`config.mk`:
```
export PLATFORM = sky130hd
export DESIGN_NAME = adc_capture_packet_framer_flat
export DESIGN_NICKNAME = d
export VERILOG_FILES = /design/src/rtl/core/acpf_pkg.sv /design/src/rtl/core/acpf_ifs.sv /design/src/rtl/core/adc_capture_packet_framer.sv /design/src/rtl/core/acpf_front.sv /design/src/rtl/core/acpf_queue.sv /design/src/rtl/core/acpf_back.sv /design/src/flat_wrapper.sv
export VERILOG_INCLUDE_DIRS = /design/src /design/src/rtl/core
export SDC_FILE = /design/constraint.sdc
export NUM_CORES = 1
export LEC_CHECK = 0
export CORE_UTILIZATION = 35
export CTS_BUF_LIST = sky130_fd_sc_hd__clkbuf_8 sky130_fd_sc_hd__clkbuf_16
export CTS_CLUSTER_DIAMETER = 80
export CTS_CLUSTER_SIZE = 8
export DETAILED_ROUTE_END_ITERATION = 12
export DONT_BUFFER_PORTS = 1
export PLACE_DENSITY = 0.55
export SETUP_SLACK_MARGIN = 0.05
export SYNTH_ARGS = -nofsm -noshare
export SYNTH_HDL_FRONTEND = slang
export SYNTH_HIERARCHICAL = 1
export SYNTH_SLANG_ARGS = --single-unit
```
`constraint.sdc`:
```
create_clock -name clk -period 32.8 [get_ports clk]
set_input_delay 9.84 -clock clk [delete_from_list [all_inputs] [get_ports clk]]
set_output_delay 9.84 -clock clk [all_outputs]
set_load 0.02 [all_outputs]
```
`src/rtl/core/adc_capture_packet_framer_defines.svh`:
```
// assertion macros shared by the framer rtl
// expects clk and rst_n in the scope of each use
`ifndef ADC_CAPTURE_PACKET_FRAMER_DEFINES_SVH
`define ADC_CAPTURE_PACKET_FRAMER_DEFINES_SVH

// same-cycle implication
`define ACPF_ASSERT_NOW(lbl, ante, cons, msg) \
  lbl: assert property (@(posedge clk) disable iff (!rst_n) (ante) |-> (cons)) \
    else $error(msg);

// next-cycle implication
`define ACPF_ASSERT_NEXT(lbl, ante, cons, msg) \
  lbl: assert property (@(posedge clk) disable iff (!rst_n) (ante) |=> (cons)) \
    else $error(msg);

`endif

```
`src/rtl/core/acpf_pkg.sv`:
```
// shared types and constants for the adc capture packet framer
// no dependencies
package acpf_pkg;

  localparam int CHANNELS_DEF = 8;
  localparam int CHAN_MAX     = 8;
  localparam int WORD_W       = 16;
  localparam int TIME_W       = 32;
  localparam int SEQ_W        = 32;
  localparam int OVR_W        = 32;
  localparam int CFG_W        = 16;
  localparam int CFG_IDX_W    = 1;
  localparam int HDR_LEN      = 10;
  localparam int QUEUE_DEPTH  = 2;

  localparam logic [CFG_W-1:0] MIN_INTERVAL_RST = 16'd21;
  localparam logic [CFG_W-1:0] FRAMES_RST       = 16'd128;

  localparam logic [7:0] SYNC0 = 8'hA5;
  localparam logic [7:0] SYNC1 = 8'h5A;
  localparam logic [7:0] SYNC2 = 8'hC3;
  localparam logic [7:0] SYNC3 = 8'h3C;

  typedef enum logic [CFG_IDX_W-1:0] {
    REG_MIN_INTERVAL = 1'b0,
    REG_FRAMES       = 1'b1
  } cfg_reg_t;

  typedef struct packed {
    logic             hdr;
    logic [SEQ_W-1:0] seq;
    logic [CFG_W-1:0] fpp;
    logic [OVR_W-1:0] ovr;
  } frame_meta_t;

  localparam int META_W = $bits(frame_meta_t);

  typedef struct packed {
    logic full;
    logic empty;
  } q_stat_t;

endpackage

```
`src/rtl/core/acpf_ifs.sv`:
```
// request channel interfaces of the framer: conversion events in, bytes out
// depends on acpf_pkg
interface acpf_in_if import acpf_pkg::*; ();
  logic              valid;
  logic              ready;
  logic [TIME_W-1:0] time_us;
  logic              read_busy;
  logic [WORD_W-1:0] chan0;
  logic [WORD_W-1:0] chan1;
  logic [WORD_W-1:0] chan2;
  logic [WORD_W-1:0] chan3;
  logic [WORD_W-1:0] chan4;
  logic [WORD_W-1:0] chan5;
  logic [WORD_W-1:0] chan6;
  logic [WORD_W-1:0] chan7;

  modport source (
    output valid, time_us, read_busy, chan0, chan1, chan2, chan3,
    output chan4, chan5, chan6, chan7,
    input  ready
  );
  modport sink (
    input  valid, time_us, read_busy, chan0, chan1, chan2, chan3,
    input  chan4, chan5, chan6, chan7,
    output ready
  );
endinterface

interface acpf_out_if import acpf_pkg::*; ();
  logic             valid;
  logic             ready;
  logic [7:0]       out_byte;
  logic             last_of_run;
  logic [OVR_W-1:0] overrun_count;

  modport source (output valid, out_byte, last_of_run, overrun_count, input ready);
  modport sink   (input valid, out_byte, last_of_run, overrun_count, output ready);
endinterface

```
`src/rtl/core/adc_capture_packet_framer.sv`:
```
// top level of the adc capture packet framer: front end, queue, serializer
// depends on acpf_pkg, acpf_ifs, acpf_front, acpf_queue, acpf_back
//
// channel   dir  carries
// in_if     in   conversion event: time_us, read_busy, chan0..chan7
// out_if    out  one byte: out_byte, last_of_run, overrun_count
// cfg_*     in   register write: cfg_we, cfg_idx, cfg_wdata
//
// an event is taken every cycle while the two-entry queue has room
// a frame is 2*CHANNELS sample bytes, plus a 10-byte header when it opens a group
// (26 bytes at eight channels); ignored and busy events produce no bytes
// output register holds while out_if.ready is low; queue fills, then in_if.ready drops
// synchronous active-low reset; registers return to 21 us and 128 frames
module adc_capture_packet_framer import acpf_pkg::*; #(
  parameter int CHANNELS = CHANNELS_DEF
) (
  input  logic                 clk,
  input  logic                 rst_n,
  acpf_in_if.sink              in_if,
  acpf_out_if.source           out_if,
  input  logic                 cfg_we,
  input  logic [CFG_IDX_W-1:0] cfg_idx,
  input  logic [CFG_W-1:0]     cfg_wdata
);

  localparam int QW = META_W + CHANNELS * WORD_W;

  q_stat_t       q_stat;
  logic          q_push;
  logic          q_pop;
  logic [QW-1:0] q_wdata;
  logic [QW-1:0] q_rdata;

  acpf_front #(.CHANNELS(CHANNELS)) u_front (
    .clk       (clk),
    .rst_n     (rst_n),
    .in_if     (in_if),
    .cfg_we    (cfg_we),
    .cfg_idx   (cfg_idx),
    .cfg_wdata (cfg_wdata),
    .q_stat    (q_stat),
    .q_push    (q_push),
    .q_wdata   (q_wdata)
  );

  acpf_queue #(.W(QW)) u_queue (
    .clk   (clk),
    .rst_n (rst_n),
    .push  (q_push),
    .wdata (q_wdata),
    .pop   (q_pop),
    .rdata (q_rdata),
    .stat  (q_stat)
  );

  acpf_back #(.CHANNELS(CHANNELS)) u_back (
    .clk     (clk),
    .rst_n   (rst_n),
    .q_stat  (q_stat),
    .q_rdata (q_rdata),
    .q_pop   (q_pop),
    .out_if  (out_if)
  );

endmodule

```
`src/rtl/core/acpf_front.sv`:
```
// front end: interval filter, overrun count, group tracking, config registers
// depends on acpf_pkg and acpf_in_if; pushes frame requests into the queue
module acpf_front import acpf_pkg::*; #(
  parameter int CHANNELS = CHANNELS_DEF
) (
  input  logic                      clk,
  input  logic                      rst_n,
  acpf_in_if.sink                   in_if,
  input  logic                      cfg_we,
  input  logic [CFG_IDX_W-1:0]      cfg_idx,
  input  logic [CFG_W-1:0]          cfg_wdata,
  input  q_stat_t                   q_stat,
  output logic                      q_push,
  output logic [META_W+CHANNELS*WORD_W-1:0] q_wdata
);

  logic [CFG_W-1:0]  min_interval_r;
  logic [CFG_W-1:0]  fpp_r;
  logic [TIME_W-1:0] last_time_r, last_time_nxt;
  logic [CFG_W-1:0]  fig_r, fig_nxt;
  logic [SEQ_W-1:0]  seq_r, seq_nxt;
  logic [OVR_W-1:0]  ovr_r, ovr_nxt;

  logic                  accept;
  logic [TIME_W-1:0]     dt;
  logic                  pass;
  logic [CFG_W-1:0]      fig_inc;
  logic [WORD_W-1:0]     chan_all [CHAN_MAX];
  logic [CHANNELS-1:0][WORD_W-1:0] words;
  frame_meta_t           meta;

  assign in_if.ready = !q_stat.full;
  assign accept      = in_if.valid && in_if.ready;
  assign dt          = in_if.time_us - last_time_r;
  assign pass        = dt >= {{(TIME_W-CFG_W){1'b0}}, min_interval_r};
  assign fig_inc     = fig_r + 1'b1;

  assign chan_all[0] = in_if.chan0;
  assign chan_all[1] = in_if.chan1;
  assign chan_all[2] = in_if.chan2;
  assign chan_all[3] = in_if.chan3;
  assign chan_all[4] = in_if.chan4;
  assign chan_all[5] = in_if.chan5;
  assign chan_all[6] = in_if.chan6;
  assign chan_all[7] = in_if.chan7;

  always_comb begin
    for (int c = 0; c < CHANNELS; c++) begin
      words[c] = chan_all[c];
    end
  end

  always_comb begin
    meta.hdr = (fig_r == '0);
    meta.seq = seq_r;
    meta.fpp = fpp_r;
    meta.ovr = ovr_r;
  end

  assign q_wdata = {meta, words};
  assign q_push  = accept && pass && !in_if.read_busy;

  always_comb begin
    last_time_nxt = last_time_r;
    fig_nxt       = fig_r;
    seq_nxt       = seq_r;
    ovr_nxt       = ovr_r;
    if (accept && pass) begin
      last_time_nxt = in_if.time_us;
      if (in_if.read_busy) begin
        ovr_nxt = ovr_r + 1'b1;
      end else if (fig_inc >= fpp_r || fig_inc == '0) begin
        fig_nxt = '0;
        seq_nxt = seq_r + 1'b1;
      end else begin
        fig_nxt = fig_inc;
      end
    end
  end

  always_ff @(posedge clk) begin
    if (!rst_n) begin
      min_interval_r <= MIN_INTERVAL_RST;
      fpp_r          <= FRAMES_RST;
      last_time_r    <= '0;
      fig_r          <= '0;
      seq_r          <= '0;
      ovr_r          <= '0;
    end else begin
      last_time_r <= last_time_nxt;
      fig_r       <= fig_nxt;
      seq_r       <= seq_nxt;
      ovr_r       <= ovr_nxt;
      if (cfg_we) begin
        unique case (cfg_reg_t'(cfg_idx))
          REG_MIN_INTERVAL: min_interval_r <= cfg_wdata;
          REG_FRAMES:       fpp_r          <= cfg_wdata;
          default:          ;
        endcase
      end
    end
  end

endmodule

```
`src/rtl/core/acpf_queue.sv`:
```
// short request queue between front end and serializer
// depends on acpf_pkg and the assertion macro header
`include "adc_capture_packet_framer_defines.svh"
module acpf_queue import acpf_pkg::*; #(
  parameter int W = 8
) (
  input  logic         clk,
  input  logic         rst_n,
  input  logic         push,
  input  logic [W-1:0] wdata,
  input  logic         pop,
  output logic [W-1:0] rdata,
  output q_stat_t      stat
);

  localparam int PTR_W = $clog2(QUEUE_DEPTH);
  localparam int CNT_W = $clog2(QUEUE_DEPTH + 1);

  logic [W-1:0]     slot_r [QUEUE_DEPTH];
  logic [PTR_W-1:0] wr_ptr_r, rd_ptr_r;
  logic [CNT_W-1:0] cnt_r, cnt_nxt;

  assign stat.full  = (cnt_r == CNT_W'(QUEUE_DEPTH));
  assign stat.empty = (cnt_r == '0);
  assign rdata      = slot_r[rd_ptr_r];

  always_comb begin
    cnt_nxt = cnt_r;
    if (push && !pop) begin
      cnt_nxt = cnt_r + 1'b1;
    end else if (pop && !push) begin
      cnt_nxt = cnt_r - 1'b1;
    end
  end

  always_ff @(posedge clk) begin
    if (push) begin
      slot_r[wr_ptr_r] <= wdata;
    end
  end

  always_ff @(posedge clk) begin
    if (!rst_n) begin
      wr_ptr_r <= '0;
      rd_ptr_r <= '0;
      cnt_r    <= '0;
    end else begin
      cnt_r <= cnt_nxt;
      if (push) begin
        wr_ptr_r <= wr_ptr_r + 1'b1;
      end
      if (pop) begin
        rd_ptr_r <= rd_ptr_r + 1'b1;
      end
    end
  end

  `ACPF_ASSERT_NOW(a_no_push_full, push, !stat.full, "push into full queue")
  `ACPF_ASSERT_NOW(a_no_pop_empty, pop, !stat.empty, "pop from empty queue")
  `ACPF_ASSERT_NOW(a_cnt_bound, 1'b1, cnt_r <= CNT_W'(QUEUE_DEPTH), "queue count overflow")

endmodule

```
`src/rtl/core/acpf_back.sv`:
```
// serializer: turns one queued frame request into sample bytes, led by header bytes when it opens a group
// depends on acpf_pkg, acpf_out_if and the assertion macro header
`include "adc_capture_packet_framer_defines.svh"
module acpf_back import acpf_pkg::*; #(
  parameter int CHANNELS = CHANNELS_DEF
) (
  input  logic                              clk,
  input  logic                              rst_n,
  input  q_stat_t                           q_stat,
  input  logic [META_W+CHANNELS*WORD_W-1:0] q_rdata,
  output logic                              q_pop,
  acpf_out_if.source                        out_if
);

  localparam int FRAME_BYTES = HDR_LEN + 2 * CHANNELS;
  localparam int IDX_W       = $clog2(FRAME_BYTES);

  frame_meta_t                     meta;
  logic [CHANNELS-1:0][WORD_W-1:0] words;

  logic             out_valid_r;
  logic [7:0]       out_byte_r, byte_nxt;
  logic             out_last_r;
  logic [OVR_W-1:0] out_ovr_r;
  logic             mid_r, mid_nxt;
  logic [IDX_W-1:0] idx_r, idx_nxt;

  logic             load;
  logic [IDX_W-1:0] idx;
  logic [IDX_W-1:0] off;
  logic [WORD_W-1:0] word;
  logic             byte_last;

  assign {meta, words} = q_rdata;

  assign load      = !q_stat.empty && (!out_valid_r || out_if.ready);
  assign idx       = mid_r ? idx_r : (meta.hdr ? '0 : IDX_W'(HDR_LEN));
  assign off       = idx - IDX_W'(HDR_LEN);
  assign byte_last = (idx == IDX_W'(FRAME_BYTES - 1));
  assign q_pop     = load && byte_last;
  assign mid_nxt   = !byte_last;
  assign idx_nxt   = idx + 1'b1;

  always_comb begin
    word = '0;
    for (int c = 0; c < CHANNELS; c++) begin
      if (off[IDX_W-1:1] == (IDX_W-1)'(c)) begin
        word = words[c];
      end
    end
  end

  always_comb begin
    byte_nxt = off[0] ? word[7:0] : word[15:8];
    if (idx < IDX_W'(HDR_LEN)) begin
      unique case (idx)
        IDX_W'(0): byte_nxt = SYNC0;
        IDX_W'(1): byte_nxt = SYNC1;
        IDX_W'(2): byte_nxt = SYNC2;
        IDX_W'(3): byte_nxt = SYNC3;
        IDX_W'(4): byte_nxt = meta.seq[7:0];
        IDX_W'(5): byte_nxt = meta.seq[15:8];
        IDX_W'(6): byte_nxt = meta.seq[23:16];
        IDX_W'(7): byte_nxt = meta.seq[31:24];
        IDX_W'(8): byte_nxt = meta.fpp[7:0];
        IDX_W'(9): byte_nxt = meta.fpp[15:8];
        default:   byte_nxt = '0;
      endcase
    end
  end

  always_ff @(posedge clk) begin
    if (load) begin
      out_byte_r <= byte_nxt;
      out_last_r <= byte_last;
      out_ovr_r  <= meta.ovr;
      idx_r      <= idx_nxt;
    end
  end

  always_ff @(posedge clk) begin
    if (!rst_n) begin
      out_valid_r <= 1'b0;
      mid_r       <= 1'b0;
    end else begin
      if (load) begin
        out_valid_r <= 1'b1;
        mid_r       <= mid_nxt;
      end else if (out_if.ready) begin
        out_valid_r <= 1'b0;
      end
    end
  end

  assign out_if.valid         = out_valid_r;
  assign out_if.out_byte      = out_byte_r;
  assign out_if.last_of_run   = out_last_r;
  assign out_if.overrun_count = out_ovr_r;

  `ACPF_ASSERT_NOW(a_mid_has_head, mid_r, !q_stat.empty, "queue head lost mid frame")
  `ACPF_ASSERT_NEXT(a_last_ends_frame, load && byte_last, !mid_r, "frame did not close")
  `ACPF_ASSERT_NEXT(a_load_valid, load, out_valid_r, "loaded byte not presented")

endmodule
```
`src/flat_wrapper.sv`:
```
// flat-port wrapper written by rule: the top's interface ports become plain ports
module adc_capture_packet_framer_flat import acpf_pkg::*;
#(
  parameter int CHANNELS = CHANNELS_DEF
)
  (clk, rst_n, cfg_we, cfg_idx, cfg_wdata, in_if_valid, in_if_time_us, in_if_read_busy, in_if_chan0, in_if_chan1, in_if_chan2, in_if_chan3, in_if_chan4, in_if_chan5, in_if_chan6, in_if_chan7, in_if_ready, out_if_valid, out_if_out_byte, out_if_last_of_run, out_if_overrun_count, out_if_ready);
  acpf_in_if in_if_i ();
  acpf_out_if out_if_i ();
  input  logic clk;
  input  logic rst_n;
  input  logic cfg_we;
  input  logic [CFG_IDX_W-1:0] cfg_idx;
  input  logic [CFG_W-1:0] cfg_wdata;
  input wire logic [$bits(in_if_i.valid)-1:0] in_if_valid;
  input wire logic [$bits(in_if_i.time_us)-1:0] in_if_time_us;
  input wire logic [$bits(in_if_i.read_busy)-1:0] in_if_read_busy;
  input wire logic [$bits(in_if_i.chan0)-1:0] in_if_chan0;
  input wire logic [$bits(in_if_i.chan1)-1:0] in_if_chan1;
  input wire logic [$bits(in_if_i.chan2)-1:0] in_if_chan2;
  input wire logic [$bits(in_if_i.chan3)-1:0] in_if_chan3;
  input wire logic [$bits(in_if_i.chan4)-1:0] in_if_chan4;
  input wire logic [$bits(in_if_i.chan5)-1:0] in_if_chan5;
  input wire logic [$bits(in_if_i.chan6)-1:0] in_if_chan6;
  input wire logic [$bits(in_if_i.chan7)-1:0] in_if_chan7;
  output wire logic [$bits(in_if_i.ready)-1:0] in_if_ready;
  output wire logic [$bits(out_if_i.valid)-1:0] out_if_valid;
  output wire logic [$bits(out_if_i.out_byte)-1:0] out_if_out_byte;
  output wire logic [$bits(out_if_i.last_of_run)-1:0] out_if_last_of_run;
  output wire logic [$bits(out_if_i.overrun_count)-1:0] out_if_overrun_count;
  input wire logic [$bits(out_if_i.ready)-1:0] out_if_ready;
  assign in_if_i.valid = in_if_valid;
  assign in_if_i.time_us = in_if_time_us;
  assign in_if_i.read_busy = in_if_read_busy;
  assign in_if_i.chan0 = in_if_chan0;
  assign in_if_i.chan1 = in_if_chan1;
  assign in_if_i.chan2 = in_if_chan2;
  assign in_if_i.chan3 = in_if_chan3;
  assign in_if_i.chan4 = in_if_chan4;
  assign in_if_i.chan5 = in_if_chan5;
  assign in_if_i.chan6 = in_if_chan6;
  assign in_if_i.chan7 = in_if_chan7;
  assign in_if_ready = in_if_i.ready;
  assign out_if_valid = out_if_i.valid;
  assign out_if_out_byte = out_if_i.out_byte;
  assign out_if_last_of_run = out_if_i.last_of_run;
  assign out_if_overrun_count = out_if_i.overrun_count;
  assign out_if_i.ready = out_if_ready;
  adc_capture_packet_framer #(.CHANNELS(CHANNELS)) u_core (.clk(clk), .rst_n(rst_n), .in_if(in_if_i), .out_if(out_if_i), .cfg_we(cfg_we), .cfg_idx(cfg_idx), .cfg_wdata(cfg_wdata));
endmodule
```
==> metrics.log <==
INFO  metric status = finished, final reports clean
INFO  metric antennaDiodeCount = 0
INFO  metric std_cell_rows = 106
INFO  metric placement.io_buffers = 0
INFO  metric ys_async_sr_fraction = 0%
INFO  metric antenna_found_initial = 2
INFO  metric grt_pass1_wl = 111 mm
INFO  metric dr.first_iter.drc_count = 1207
INFO  metric hp-start = u_core/u_front/min_interval_r[14]
INFO  metric regToRegStartpoint = u_core/u_front/last_time_r[7]
INFO  metric cts_post_setup_buffers_inserted = 0
INFO  metric postCtsHoldBufs = 0
INFO  metric p_leak = 0.0109 uW
INFO  metric drive_above_1_share = 18.0%
INFO  metric drt.antenna.violating_nets = 0
INFO  metric seq_area_frac_synth = 57.1%
INFO  metric multi_input_area = 10700 um2
INFO  metric area_of_all_sequential_standard_cells = 17000 um2
INFO  metric power.density = 58.5 nW/um2
INFO  metric fin_crit = 15.97 ns
INFO  metric number_of_flops_mapped_to_enable_cells_by_yosys = 464
INFO  metric area_growth_syn_to_layout = 8.15%
INFO  metric wirelength = 74.3 mm
INFO  metric final_hold_vio_count = 0
INFO  metric hold_end = u_core/u_front/min_interval_r[14]
INFO  metric hp-class = reg2reg
INFO  metric dp_hpwl = 52.5 mm
INFO  metric setup-violations-final = 0
INFO  metric synthDistinctLibCells = 95
INFO  metric num_io_pins = 226
INFO  metric hold-path-cell-count = 2
INFO  metric ys_seq_elements = 615
INFO  metric routed_wire_length_per_instance = 21.4 um
INFO  metric synth-warning-count = 6
INFO  metric reg2reg_setup_slack = 25.73 ns
INFO  metric ys_top_cells_by_area = sky130_fd_sc_hd__edfxtp_1, sky130_fd_sc_hd__dfxtp_1, sky130_fd_sc_hd__mux2_4
INFO  metric nets = 2544
INFO  metric drt_pass1_iterations = 5
INFO  metric initial_core_util = 35.5%
INFO  metric synthCells = 2417
INFO  metric cts-resized-gates = 0
INFO  metric cp_max_fo = 76
INFO  metric cts_root_buffer = sky130_fd_sc_hd__clkbuf_16
INFO  metric end_kind = flop
INFO  metric max_cap_viols = 0
INFO  metric first_global_vias = 18361
INFO  metric cts_sink_count = 615
INFO  metric worst_reg_to_reg_path_cell_count = 22
INFO  metric timing.setup.tns = 0 ns
INFO  metric grt_max_degree = 170
INFO  metric postSynthNetCount = 2673
INFO  metric slew_headroom = 24.5%
INFO  metric crit_path_start_kind = input pin
INFO  metric synth_top_area_share = 46.9%
INFO  metric max_clock_freq = 62.6 MHz
INFO  metric cts_tree = built
INFO  metric die_outline_area = 86100 um2
INFO  metric worstSetupPathType = in2reg
INFO  metric vias = 18202
INFO  metric floorplan.die.width = 293 um
INFO  metric worst_ep_arrival_time = 16.24 ns
INFO  metric cts_buffers = 86
INFO  metric gr-usage-all-layers = 17.0%
INFO  metric slew_viol_final = 0
INFO  metric final.fill_count = 7998
INFO  metric grt_setup_unrepaired = false
INFO  metric min_period_over_period = 48.7%
INFO  metric crit-reg2reg-capture = u_core/u_queue/slot_r[0][20]
INFO  metric worst_margin_pin_slew = 1.13 ns
INFO  metric peakVddDrop = 0.0000417 V
INFO  metric total_power = 1880 uW
INFO  metric core_area = 83800 um2
INFO  metric clock-skew-final = 0.0549 ns
INFO  metric clk-insertion-delay-late = 0.66 ns
INFO  metric synth_top_cell_by_area = sky130_fd_sc_hd__edfxtp_1
INFO  metric vias_per_cell = 5.23
INFO  metric overflow = 0
INFO  metric drc_errors = 0
INFO  metric cts.path.max_buffers = 3
INFO  metric place_congestion = 0.873
INFO  metric clock_tree.htree_level_count = 3
INFO  metric yosys_most_used_dff = sky130_fd_sc_hd__edfxtp_1
INFO  metric clk_pin_slew_worst_paths = 0.05 ns
INFO  metric synth_most_common_cell = sky130_fd_sc_hd__edfxtp_1
INFO  metric netlist_area = 29700 um2
INFO  metric y_dimension_of_the_die = 293 um
INFO  metric syn_avg_cell_area = 12.3 um2
INFO  metric synthTopCellsByCount = sky130_fd_sc_hd__edfxtp_1, sky130_fd_sc_hd__nand2_1, sky130_fd_sc_hd__dfxtp_1
INFO  metric required_time_worst_endpoint = 33.06 ns
kinds of logic (layout without fill, tap and decap cells):
kind of cell / count (synthesis) / after routing / share of synthesized area [%]
AOI/OAI and AO/OA: 476 / 476 / 10.7
muxes: 227 / 227 / 9.80
buffers and inverters: 334 / 261 / 6.90
DFF: 615 / 615 / 57.1
adders and majority gates: 73 / 73 / 3.10
xor gates and xnor gates: 50 / 50 / 1.47
and+or+nand+nor: 642 / 642 / 11.0
how the worst max path moves through the flow:
stage,slack [ns],cells past startpoint,from,end
finish,16.83,22,in_if_time_us[0],u_core/u_queue/slot_r[0][20]
CTS,16.74,22,in_if_time_us[0],u_core/u_queue/slot_r[0][13]
global route,16.31,22,in_if_time_us[0],u_core/u_queue/slot_r[0][15]
global placement,16.23,22,in_if_time_us[0],u_core/u_queue/slot_r[0][14]
detailed placement,16.05,22,in_if_time_us[0],u_core/u_queue/slot_r[0][14]
floorplan,10.07,21,in_if_time_us[0],u_core/u_queue/wr_ptr_r
cell usage in the layout, fill, tap and decap left out, types with 14 or more instances in the layout:
master and count:
sky130_fd_sc_hd__nor4_1 15, sky130_fd_sc_hd__xnor2_1 31, sky130_fd_sc_hd__a21oi_1 137, sky130_fd_sc_hd__mux2_2 111
sky130_fd_sc_hd__nand3_1 45, sky130_fd_sc_hd__o21ai_1 15, sky130_fd_sc_hd__nor3_1 30, sky130_fd_sc_hd__o21ai_0 87
sky130_fd_sc_hd__or3_1 27, sky130_fd_sc_hd__and2_1 14, sky130_fd_sc_hd__nor2_1 96, sky130_fd_sc_hd__nand4_1 36
sky130_fd_sc_hd__o22ai_1 17, sky130_fd_sc_hd__a21oi_2 34, sky130_fd_sc_hd__edfxtp_1 464, sky130_fd_sc_hd__o211ai_1 14
sky130_fd_sc_hd__buf_4 15, sky130_fd_sc_hd__nand2_1 232, sky130_fd_sc_hd__nand2b_1 22, sky130_fd_sc_hd__mux2_4 100
sky130_fd_sc_hd__xor2_1 19, sky130_fd_sc_hd__a21o_1 16, sky130_fd_sc_hd__clkbuf_16 86, sky130_fd_sc_hd__ha_1 72
sky130_fd_sc_hd__dfxtp_1 150, sky130_fd_sc_hd__mux2i_1 16, sky130_fd_sc_hd__o21a_1 19, sky130_fd_sc_hd__inv_1 149
sky130_fd_sc_hd__nand2_2 34, sky130_fd_sc_hd__or4_1 15, sky130_fd_sc_hd__and3_1 19
worst max-delay path, cell delays in order:
cell and delay (ns):
sky130_fd_sc_hd__inv_1 0.02, sky130_fd_sc_hd__ha_1 0.21, sky130_fd_sc_hd__fa_1 0.41, sky130_fd_sc_hd__nand2b_1 0.19, sky130_fd_sc_hd__a21oi_1 0.33, sky130_fd_sc_hd__o21a_1 0.25
sky130_fd_sc_hd__o21bai_1 0.12, sky130_fd_sc_hd__nand2_1 0.11, sky130_fd_sc_hd__xor2_1 0.08, sky130_fd_sc_hd__ha_1 0.30, sky130_fd_sc_hd__and4_1 0.20, sky130_fd_sc_hd__nand3_1 0.11
sky130_fd_sc_hd__o22ai_1 0.18, sky130_fd_sc_hd__a211oi_1 0.07, sky130_fd_sc_hd__nand4_1 0.14, sky130_fd_sc_hd__a211oi_1 0.08, sky130_fd_sc_hd__nand4b_1 0.17, sky130_fd_sc_hd__nor4b_4 0.14
sky130_fd_sc_hd__nor2_1 0.48, sky130_fd_sc_hd__nor2b_4 0.93, sky130_fd_sc_hd__buf_4 0.82, sky130_fd_sc_hd__buf_4 0.89
state kept, by name (all words and copies together) (netlist names), 2 cells and up, named ones only:
register	cells
u_core/u_front/fpp_r	16
u_core/u_back/out_if.overrun_count	32
u_core/u_front/last_time_r	32
u_core/u_back/out_if.out_byte	8
u_core/u_back/idx_r	5
u_core/u_front/ovr_r	32
u_core/u_front/fig_r	16
u_core/u_queue/slot_r	418
u_core/u_front/seq_r	32
u_core/u_queue/cnt_r	2
u_core/u_front/min_interval_r	16
power by group:
part           switching, uW  total [uW]  internal, uW
logic                    114         176          62.4
clock network            333         807           473
registers               22.2         897           875
total                    469        1880          1410
metal layers:
metal | up-vias | GRT usage [%] | part of all wire, %
met3 | 137 | 4.33 | 7.0
met5 | - | 0 | 0.028
met2 | 565 | 29.4 | 49
met1 | 8933 | 19.8 | 40
met4 | 4 | 7.20 | 3.6
li1 | 8563 | - | -
through the flow:
step / utilization, % / worst slack [ns] / area (um2) / cells / hold WS [ns]
finish: 38.3 / 16.83 / 32100 / 3478 / 0.455
global route: 38.3 / 16.31 / 32100 / 3478 / 0.474
CTS: 38.3 / 16.74 / 32100 / 3478 / 0.457
detailed placement: 35.4 / 16.05 / 29600 / 3334 / 0.450
global placement: 35.4 / 16.23 / 29600 / 3334 / 0.448
floorplan: - / 10.07 / 29700 / 2417 / 0.426
final cells by class:
class	count	area share, %
Inverter	101	1.19
Clock inverter	58	1.09
Multi-Input combinational cell	1468	33.4
Timing Repair Buffer	16	0.413
Sequential cell	615	52.8
Clock buffer	86	6.70
Tap cell	1134	4.41
(Power assumes the default switching activity.)
